**src/hdl/wsd_pkg.sv**
```systemverilog
// Shared types and constants for the frame deframer.
package wsd_pkg;

  localparam logic [6:0] LEN_CODE_16 = 7'd126;
  localparam logic [6:0] LEN_CODE_64 = 7'd127;
  localparam logic [2:0] EXT16_COUNT = 3'd1;
  localparam logic [2:0] EXT64_COUNT = 3'd7;
  localparam logic [2:0] KEY_COUNT   = 3'd3;

  typedef enum logic [2:0] {
    PH_HDR0    = 3'd0,
    PH_HDR1    = 3'd1,
    PH_EXTLEN  = 3'd2,
    PH_KEY     = 3'd3,
    PH_PAYLOAD = 3'd4
  } phase_t;

  typedef struct packed {
    logic [7:0]  payload_byte;
    logic [3:0]  frame_opcode;
    logic        final_fragment;
    logic        frame_last;
    logic        message_last;
    logic        empty_frame;
    logic [63:0] frame_length;
  } res_t;

  typedef struct packed {
    logic in_payload;
    logic left_zero;
  } stat_t;

endpackage

```
**src/hdl/wsd_if.sv**
```systemverilog
// Channel interfaces: received byte stream and deframed results.
interface wsd_in_if;
  logic       valid;
  logic       ready;
  logic [7:0] data_byte;
  modport source(output valid, output data_byte, input ready);
  modport sink(input valid, input data_byte, output ready);
endinterface

interface wsd_out_if;
  logic        valid;
  logic        ready;
  logic [7:0]  payload_byte;
  logic [3:0]  frame_opcode;
  logic        final_fragment;
  logic        frame_last;
  logic        message_last;
  logic        empty_frame;
  logic [63:0] frame_length;
  modport source(output valid, output payload_byte, output frame_opcode,
                 output final_fragment, output frame_last, output message_last,
                 output empty_frame, output frame_length, input ready);
  modport sink(input valid, input payload_byte, input frame_opcode,
               input final_fragment, input frame_last, input message_last,
               input empty_frame, input frame_length, output ready);
endinterface

```
**src/hdl/wsd_stage_in.sv**
```systemverilog
// Input register for the received byte stream.
module wsd_stage_in (
  input  logic       clk,
  input  logic       rst,
  wsd_in_if.sink     stream,
  input  logic       advance,
  output logic       byte_valid,
  output logic [7:0] byte_q
);

  assign stream.ready = !byte_valid || advance;

  always_ff @(posedge clk) begin
    if (rst) begin
      byte_valid <= 1'b0;
    end else if (stream.valid && stream.ready) begin
      byte_valid <= 1'b1;
    end else if (advance) begin
      byte_valid <= 1'b0;
    end
  end

  always_ff @(posedge clk) begin
    if (stream.valid && stream.ready) begin
      byte_q <= stream.data_byte;
    end
  end

endmodule

```
**src/hdl/wsd_parser.sv**
```systemverilog
// Frame header parser, payload unmasking and frame state.
module wsd_parser (
  input  logic          clk,
  input  logic          rst,
  input  logic          take,
  input  logic [7:0]    data_byte,
  output wsd_pkg::res_t res,
  output logic          res_valid,
  output wsd_pkg::stat_t stat
);
  import wsd_pkg::*;

  phase_t      phase, phase_next;
  logic        fin, fin_next;
  logic [3:0]  opcode, opcode_next;
  logic        masked, masked_next;
  logic [63:0] length, length_next;
  logic [63:0] bytes_left, bytes_left_next;
  logic [2:0]  fcount, fcount_next;
  logic [31:0] key, key_next;
  logic [1:0]  kidx, kidx_next;
  logic        hdr_done;
  logic        flast;
  logic [7:0]  key_byte;

  always_ff @(posedge clk) begin
    if (rst) begin
      phase      <= PH_HDR0;
      fin        <= 1'b0;
      opcode     <= 4'd0;
      masked     <= 1'b0;
      length     <= 64'd0;
      bytes_left <= 64'd0;
      fcount     <= 3'd0;
      key        <= 32'd0;
      kidx       <= 2'd0;
    end else if (take) begin
      phase      <= phase_next;
      fin        <= fin_next;
      opcode     <= opcode_next;
      masked     <= masked_next;
      length     <= length_next;
      bytes_left <= bytes_left_next;
      fcount     <= fcount_next;
      key        <= key_next;
      kidx       <= kidx_next;
    end
  end

  assign key_byte = key[{~kidx, 3'b000} +: 8];
  assign flast    = (bytes_left == 64'd1);

  always_comb begin
    phase_next      = phase;
    fin_next        = fin;
    opcode_next     = opcode;
    masked_next     = masked;
    length_next     = length;
    bytes_left_next = bytes_left;
    fcount_next     = fcount;
    key_next        = key;
    kidx_next       = kidx;
    hdr_done        = 1'b0;
    res_valid       = 1'b0;
    res.payload_byte = 8'd0;
    res.frame_last   = 1'b0;
    res.empty_frame  = 1'b0;

    unique case (phase)
      PH_HDR1: begin
        masked_next = data_byte[7];
        key_next    = 32'd0;
        length_next = 64'd0;
        if (data_byte[6:0] == LEN_CODE_16) begin
          fcount_next = EXT16_COUNT;
          phase_next  = PH_EXTLEN;
        end else if (data_byte[6:0] == LEN_CODE_64) begin
          fcount_next = EXT64_COUNT;
          phase_next  = PH_EXTLEN;
        end else begin
          length_next = {57'd0, data_byte[6:0]};
          if (data_byte[7]) begin
            fcount_next = KEY_COUNT;
            phase_next  = PH_KEY;
          end else begin
            hdr_done = 1'b1;
          end
        end
      end
      PH_EXTLEN: begin
        length_next = {length[55:0], data_byte};
        if (fcount == 3'd0) begin
          if (masked) begin
            fcount_next = KEY_COUNT;
            phase_next  = PH_KEY;
          end else begin
            hdr_done = 1'b1;
          end
        end else begin
          fcount_next = fcount - 3'd1;
        end
      end
      PH_KEY: begin
        key_next = {key[23:0], data_byte};
        if (fcount == 3'd0) begin
          hdr_done = 1'b1;
        end else begin
          fcount_next = fcount - 3'd1;
        end
      end
      PH_PAYLOAD: begin
        bytes_left_next  = bytes_left - 64'd1;
        kidx_next        = kidx + 2'd1;
        res_valid        = 1'b1;
        res.payload_byte = data_byte ^ key_byte;
        res.frame_last   = flast;
        if (flast) begin
          phase_next = PH_HDR0;
        end
      end
      default: begin
        fin_next    = data_byte[7];
        opcode_next = data_byte[3:0];
        phase_next  = PH_HDR1;
      end
    endcase

    if (hdr_done) begin
      if (length_next == 64'd0) begin
        phase_next      = PH_HDR0;
        res_valid       = 1'b1;
        res.frame_last  = 1'b1;
        res.empty_frame = 1'b1;
      end else begin
        bytes_left_next = length_next;
        kidx_next       = 2'd0;
        phase_next      = PH_PAYLOAD;
      end
    end

    res.frame_opcode   = opcode;
    res.final_fragment = fin;
    res.message_last   = res.frame_last && fin;
    res.frame_length   = length_next;
  end

  assign stat.in_payload = (phase == PH_PAYLOAD);
  assign stat.left_zero  = (bytes_left == 64'd0);

endmodule

```
**src/hdl/wsd_result_reg.sv**
```systemverilog
// Result register driving the deframed output channel.
module wsd_result_reg (
  input  logic          clk,
  input  logic          rst,
  input  logic          take,
  input  logic          res_valid,
  input  wsd_pkg::res_t res,
  output logic          advance,
  wsd_out_if.source     frames
);
  import wsd_pkg::*;

  logic valid;
  res_t res_q;

  assign advance = !valid || frames.ready;

  always_ff @(posedge clk) begin
    if (rst) begin
      valid <= 1'b0;
    end else if (advance) begin
      valid <= take && res_valid;
    end
  end

  always_ff @(posedge clk) begin
    if (advance && take && res_valid) begin
      res_q <= res;
    end
  end

  assign frames.valid          = valid;
  assign frames.payload_byte   = res_q.payload_byte;
  assign frames.frame_opcode   = res_q.frame_opcode;
  assign frames.final_fragment = res_q.final_fragment;
  assign frames.frame_last     = res_q.frame_last;
  assign frames.message_last   = res_q.message_last;
  assign frames.empty_frame    = res_q.empty_frame;
  assign frames.frame_length   = res_q.frame_length;

endmodule

```
**src/hdl/websocket_frame_deframer.sv**
```systemverilog
// Top level of the frame deframer: input register, parser, result register.
// A payload byte, or the byte that closes a zero-length header, passes through
// the input register, the parser and the result register before its result shows.
// Throughput: one byte per cycle unless the output channel stalls, set by the parser step.
// Reset: rst clears the parse phase, frame state and both valid flags.
module websocket_frame_deframer (
  input  logic      clk,
  input  logic      rst,
  wsd_in_if.sink    stream,
  wsd_out_if.source frames
);
  import wsd_pkg::*;

  logic       advance;
  logic       byte_valid;
  logic [7:0] byte_q;
  logic       take;
  logic       res_valid;
  res_t       res;
  stat_t      stat;

  assign take = byte_valid && advance;

  wsd_stage_in u_stage_in (
    .clk        (clk),
    .rst        (rst),
    .stream     (stream),
    .advance    (advance),
    .byte_valid (byte_valid),
    .byte_q     (byte_q)
  );

  wsd_parser u_parser (
    .clk       (clk),
    .rst       (rst),
    .take      (take),
    .data_byte (byte_q),
    .res       (res),
    .res_valid (res_valid),
    .stat      (stat)
  );

  wsd_result_reg u_result_reg (
    .clk       (clk),
    .rst       (rst),
    .take      (take),
    .res_valid (res_valid),
    .res       (res),
    .advance   (advance),
    .frames    (frames)
  );

  a_payload_left: assert property (@(posedge clk) disable iff (rst)
    stat.in_payload |-> !stat.left_zero)
    else $error("payload phase with no bytes left");

  a_empty_marker: assert property (@(posedge clk) disable iff (rst)
    (frames.valid && frames.empty_frame) |->
      (frames.frame_last && frames.payload_byte == 8'd0 && frames.frame_length == 64'd0))
    else $error("malformed empty-frame marker");

  a_data_len: assert property (@(posedge clk) disable iff (rst)
    (frames.valid && !frames.empty_frame) |-> (frames.frame_length != 64'd0))
    else $error("payload result with zero frame length");

  a_msg_last: assert property (@(posedge clk) disable iff (rst)
    (frames.valid && frames.message_last) |-> (frames.frame_last && frames.final_fragment))
    else $error("message end outside a final frame end");

endmodule

```
**src/flat_wrapper.sv**
```systemverilog
// flat-port wrapper written by rule: the top's interface ports become plain ports
module websocket_frame_deframer_flat import wsd_pkg::*;
  (clk, rst, stream_valid, stream_data_byte, stream_ready, frames_valid, frames_payload_byte, frames_frame_opcode, frames_final_fragment, frames_frame_last, frames_message_last, frames_empty_frame, frames_frame_length, frames_ready);
  wsd_in_if stream_i ();
  wsd_out_if frames_i ();
  input  logic clk;
  input  logic rst;
  input wire logic [$bits(stream_i.valid)-1:0] stream_valid;
  input wire logic [$bits(stream_i.data_byte)-1:0] stream_data_byte;
  output wire logic [$bits(stream_i.ready)-1:0] stream_ready;
  output wire logic [$bits(frames_i.valid)-1:0] frames_valid;
  output wire logic [$bits(frames_i.payload_byte)-1:0] frames_payload_byte;
  output wire logic [$bits(frames_i.frame_opcode)-1:0] frames_frame_opcode;
  output wire logic [$bits(frames_i.final_fragment)-1:0] frames_final_fragment;
  output wire logic [$bits(frames_i.frame_last)-1:0] frames_frame_last;
  output wire logic [$bits(frames_i.message_last)-1:0] frames_message_last;
  output wire logic [$bits(frames_i.empty_frame)-1:0] frames_empty_frame;
  output wire logic [$bits(frames_i.frame_length)-1:0] frames_frame_length;
  input wire logic [$bits(frames_i.ready)-1:0] frames_ready;
  assign stream_i.valid = stream_valid;
  assign stream_i.data_byte = stream_data_byte;
  assign stream_ready = stream_i.ready;
  assign frames_valid = frames_i.valid;
  assign frames_payload_byte = frames_i.payload_byte;
  assign frames_frame_opcode = frames_i.frame_opcode;
  assign frames_final_fragment = frames_i.final_fragment;
  assign frames_frame_last = frames_i.frame_last;
  assign frames_message_last = frames_i.message_last;
  assign frames_empty_frame = frames_i.empty_frame;
  assign frames_frame_length = frames_i.frame_length;
  assign frames_i.ready = frames_ready;
  websocket_frame_deframer u_core (.clk(clk), .rst(rst), .stream(stream_i), .frames(frames_i));
endmodule
```
**config.mk**
```make
export PLATFORM = sky130hd
export DESIGN_NAME = websocket_frame_deframer_flat
export DESIGN_NICKNAME = d
export VERILOG_FILES = /design/src/hdl/wsd_pkg.sv /design/src/hdl/wsd_if.sv /design/src/hdl/wsd_stage_in.sv /design/src/hdl/wsd_parser.sv /design/src/hdl/wsd_result_reg.sv /design/src/hdl/websocket_frame_deframer.sv /design/src/flat_wrapper.sv
export SDC_FILE = /design/constraint.sdc
export NUM_CORES = 1
export LEC_CHECK = 0
export ABC_CLOCK_PERIOD_IN_PS = 9900
export BUFFER_PORTS_ARGS = -buffer_cell sky130_fd_sc_hd__buf_2
export CELL_PAD_IN_SITES_DETAIL_PLACEMENT = 1
export CELL_PAD_IN_SITES_GLOBAL_PLACEMENT = 1
export CORE_MARGIN = 3
export CORE_UTILIZATION = 45
export CTS_CLUSTER_DIAMETER = 100
export DETAILED_ROUTE_END_ITERATION = 12
export PLACE_DENSITY_LB_ADDON = 0.1
export SYNTH_ARGS = -nofsm -noshare
export SYNTH_HDL_FRONTEND = slang
export SYNTH_HIERARCHICAL = 1
export SYNTH_SLANG_ARGS = --single-unit
```
**constraint.sdc**
```tcl
create_clock -name clk -period 9.9 [get_ports clk]
set_input_delay 1.98 -clock clk [delete_from_list [all_inputs] [get_ports clk]]
set_output_delay 1.98 -clock clk [all_outputs]
set_load 0.02 [all_outputs]
```
[Word-level counts from Yosys, hierarchy flattened]
Cells that the tools add are included.
Widths: inputs -> output; s select.
Operators by class
  bitwise operators: 3
  $add $sub $neg: 3
  reductions and logical operators: 21
  eq/ne operators: 15
  muxes and demuxes: 40
  shifts and indexed selects: 1
Operators by type and width (count)
  $mux 64: 3
  $pmux 64 s2: 1
  $eq 64x1->1 const B: 1
  $logic_not 64->1: 1
  $pmux 32 s2: 1
  $sub 64x1->64 const B: 1
  $mux 3: 12
  $shiftx 32x6->8: 1
  $mux 1: 15
  $eq 7x7->1 const B: 2
  $mux 7: 2
  $ne 3x3->1 const B: 4
  $pmux 3 s4: 1
  $pmux 3 s3: 1
  $xor 8x8->8: 1
  $eq 3x2->1 const B: 2
  $logic_and 1x1->1: 6
  $mux 2: 3
  $reduce_and 2->1: 3
  $reduce_and 6->1: 1
  $ne 5x4->1 const B: 1
  $reduce_and 5->1: 1
  $ne 2x2->1 const B: 2
  $ne 4x3->1 const B: 1
  other kinds (13): 16
Storage, ports and cells
  logic and storage cells: 102
  output and inout port bits: 82
  bits in registers: 264
  bits of input ports: 12

[Depth between registers and ports, before layout]
  depth in word-level cells: 8
  depth in mapped cells: 14
  mapped depth without buffers: 9

[Hierarchy]
The synthesis kept the hierarchy.
By module, submodules not included
  wsd_parser: cells each 1302, seq. area each 3483.3 sq um, area each 10451.3 sq um, times used 1
  wsd_result_reg: cells each 85, seq. area each 2422.3 sq um, area each 2464.9 sq um, times used 1
  wsd_stage_in: cells each 13, seq. area each 260.2 sq um, area each 295.3 sq um, times used 1
  websocket_frame_deframer: cells each 1, seq. area each 0.0 sq um, area each 6.3 sq um, times used 1

[Worst setup path after synthesis]
OpenSTA, ideal clock, no wires.
  kind: reg-to-reg
  start: register u_core.u_parser.phase[0]
  end: register u_core.u_result_reg.res_q, in the netlist u_core/u_result_reg/frames.empty_frame, enable pin
  library setup time: 0.412 ns
  clock period less this slack: 4.530 ns
  buffers on the path: 3
  stages on the path, launching flop included: 13
  data required time: 9.488 ns
  data arrival time: 4.118 ns
  setup slack: 5.370 ns
  cell sequence: dfxtp_1 > buf_4 > a21o_1 > buf_4 > a221oi_1 > nand4_1 > or4_1 > nor4_2 > clkbuf_1 > nand2_1 > o21ai_0 > nand2_2 > nor2b_4
Between the ends
  longest elaborated chain between the ends: 6
  elaborated cells between the ends (all ways): 11
  classes of those cells: eq/ne (4); mux (5); reduce/logical (2)
Ends and longest elaborated chain
  start, declared: line wsd_parser.sv:13  | phase_t phase, phase_next;
  start signal, assigned: line wsd_parser.sv:38  | phase <= phase_next;
  $eq 3x2->1 or $eq 3x1->1 (tied branches): line wsd_parser.sv:69  | unique case (phase)
  $pmux 64 s2: line wsd_parser.sv:69
  $logic_not 64->1: line wsd_parser.sv:129  | if (length_next == 64'd0) begin
  $mux 1: line wsd_parser.sv:129
  $mux 1 (*): line wsd_parser.sv:128  | if (hdr_done) begin
  named net u_core.res_valid: line websocket_frame_deframer.sv:18  | logic res_valid;
  $logic_and 1x1->1 (*): line wsd_result_reg.sv:27  | if (advance && take && res_valid) begin
  end signal, assigned: line wsd_result_reg.sv:28  | res_q <= res;
  end, declared: line wsd_result_reg.sv:14  | res_t res_q;
The timed path passes the listed nets; every way through them passes the cells marked *.
A chain may end at the register's enable or synchronous reset.

[Worst setup path in the final report]
  start: register u_core.u_parser.phase[1]
  end: register u_core.u_result_reg.res_q, in the netlist u_core/u_result_reg/frames.frame_length[39], enable pin
Same word-level chain as after synthesis.

==> impl_metrics.tcl <==
set metrics [dict create \
    critPathKind "reg -> reg" \
    reg2reg_to "u_core/u_result_reg/frames.frame_length[39]" \
    cap_violations 0 \
    clk_latency_ps 580 \
    die-height_um 177 \
    worstPathRequired_ps 10070 \
    critical_path_buf_inv_count 4 \
    reg2regPathDepth 12 \
    port_buffers 93 \
    fp.dieArea_sq_um 31400 \
    initial_core_util_pct 45.9 \
    fin_hold_ws_ps 446 \
    worstHoldStart "u_core/u_parser/opcode[1]" \
    synthCells 1400 \
    cts.reportedPaths.clkPinSlew_ps 60 \
    grt_max_degree 93 \
    vias_per_cell 6.44 \
    cts_sinks 264 \
    skew_ps 33.4 \
    final_cell_mix "dfxtp_1 (173), nor2_1 (164), a211oi_1 (102), buf_2 (92), edfxtp_1 (88)" \
    n_fill_cell 3275 \
    final_common_cell "dfxtp_1" \
    remaining_drc_errors 0 \
    vias 11900 \
    worstPathMaxFanout 85 \
    syn_area_sq_um 13200 \
    path_delay_family "buffers and inverters" \
    ios 94 \
    worstPathArrival_ps 5580 \
    first_global_vias 11500 \
    syn2layout_area_growth_pct 12.4 \
    slew_violations 0 \
    run_status "complete, no violations" \
    hold_violations 0 \
    synth_nets 1418 \
    layout_min_cycle_time_ps 5410 \
    relSlewSlack_pct 18.0 \
    slowest_delay_ps 820 \
    critPathSlowestCell "buf_4" \
    rrSetupSlack_ps 4490 \
    cts_buffers 30 \
    hold_path_class "reg -> reg" \
    end_kind "register" \
    overflow 0 \
    fmax_mhz 185 \
    postCtsResizedCells 0 \
    crit_cells 12 \
    max-vdd-ir-drop_uv 146 \
    std_cell_rows 62 \
    grt_usage_pct 29.3 \
    setup_viol 0 \
    timing.final.crit_share_pct 54.7 \
    synth_area_per_cell_sq_um 9.43 \
    setup_tns_ps 0 \
    ant_nets 0 \
    min_to "u_core/u_result_reg/frames.frame_opcode[1]" \
    cts_tree "yes" \
    yosysWarnings 6 \
    r2r_start "u_core/u_parser/phase[1]" \
    wire_per_inst_um 25.5 \
    drive_gt1_share_pct 13.9 \
    cts_setup_buffers 0 \
    htree_levels 1 \
    wl_mm 47.0 \
    antenna_found_initial 4 \
    die_w_um 177 \
    crit_path_frequent_cell "buf_4" \
    grt_setup_unrepaired "false" \
    coreArea_sq_um 28800 \
    whs_path_depth 0 \
    gp_congestion 0.919 \
    place_hpwl_mm 31.9 \
    cts_buffer_depth 3 \
    power_leakage_nw 5.55 \
    path_cells "buf_4 > inv_1 > a222oi_1 > nand4_1 > or4_1 > nor4_4 > buf_4 > nand2_1 > o21ai_0 > nand2_2 > nor2b_4 > buf_4" \
    start_kind "register" \
    cts_root_buf "clkbuf_16" \
    hold_buffers 0 \
    drt-initial-drc-count 1337 \
    first_pass_iters 5 \
    worstMarginPinSlew_ps 1230 \
    nets 1451 \
    p_per_area_nw_per_um2 175 \
    grt_pass1_wl_mm 71.0 \
]
==> per-stage QoR <==
| stage | cells | util (%) | setup slack [ps] | cell area [sq um] | total power [mW] |
|---|---|---|---|---|---|
| 2_1_floorplan | 1400 | - | 5370 | 13200 | 1.40 |
| 3_3_place_gp | 1785 | 48.2 | 4790 | 13900 | 1.51 |
| 3_5_place_dp | 1785 | 48.2 | 4620 | 13900 | 1.51 |
| 4_1_cts | 1841 | 51.6 | 4590 | 14800 | 2.60 |
| 5_1_grt | 1841 | 51.6 | 4160 | 14800 | 2.68 |
| 6_report | 1842 | 51.6 | 4490 | 14800 | 2.59 |
==> final cells by class <==
type / instances / area (sq um) / share of cell area, %
Antenna cell: 1 / 2.50 / 0.0169
Clock buffer: 46 / 881 / 5.93
Clock inverter: 10 / 87.6 / 0.590
Inverter: 74 / 278 / 1.87
Multi-Input combinational cell: 945 / 6290 / 42.4
Sequential cell: 264 / 6170 / 41.5
Tap cell: 384 / 480 / 3.24
Timing Repair Buffer: 118 / 656 / 4.42
==> state kept, by name (all words and copies together), names as in the netlist, 2 cells and up <==
register                                 flops
u_core/u_parser/kidx                         2
u_core/u_parser/fcount                       3
u_core/u_result_reg/frames.frame_length     64
u_core/u_result_reg/frames.payload_byte      8
u_core/u_stage_in/byte_q                     8
u_core/u_result_reg/frames.frame_opcode      4
u_core/u_parser/opcode                       4
u_core/u_parser/phase                        3
u_core/u_parser/bytes_left                  64
u_core/u_parser/length                      64
u_core/u_parser/key                         32
==> where the power goes <==
part | switching [mW] | internal [mW] | total, mW | leakage [nW]
Sequential | 0.0376 | 1.15 | 1.19 | 2.19
Clock | 0.454 | 0.636 | 1.09 | 0.477
Combinational | 0.219 | 0.0924 | 0.311 | 2.88
Total | 0.711 | 1.88 | 2.59 | 5.55
==> worst max-delay path by stage <==
stage,from,endpoint,slack [ps]
detailed placement,u_core/u_parser/phase[1],u_core/u_result_reg/frames.frame_length[40],4620
global route,u_core/u_parser/phase[1],u_core/u_result_reg/frames.frame_length[39],4160
floorplan,u_core/u_parser/phase[0],u_core/u_result_reg/frames.empty_frame,5370
CTS,u_core/u_parser/phase[1],u_core/u_result_reg/frames.frame_length[36],4590
finish,u_core/u_parser/phase[1],u_core/u_result_reg/frames.frame_length[39],4490
global placement,u_core/u_parser/phase[1],u_core/u_result_reg/frames.frame_length[43],4790
==> layer usage <==
layer	up-vias	GRT usage, %	routed length, um
li1	5309	-	-
met5	-	0	51
met2	466	44.9	20900
met1	5974	41.1	20700
met3	107	6.31	3870
met4	8	9.85	1550
Note: power is estimated with default switching activity, not from simulation.
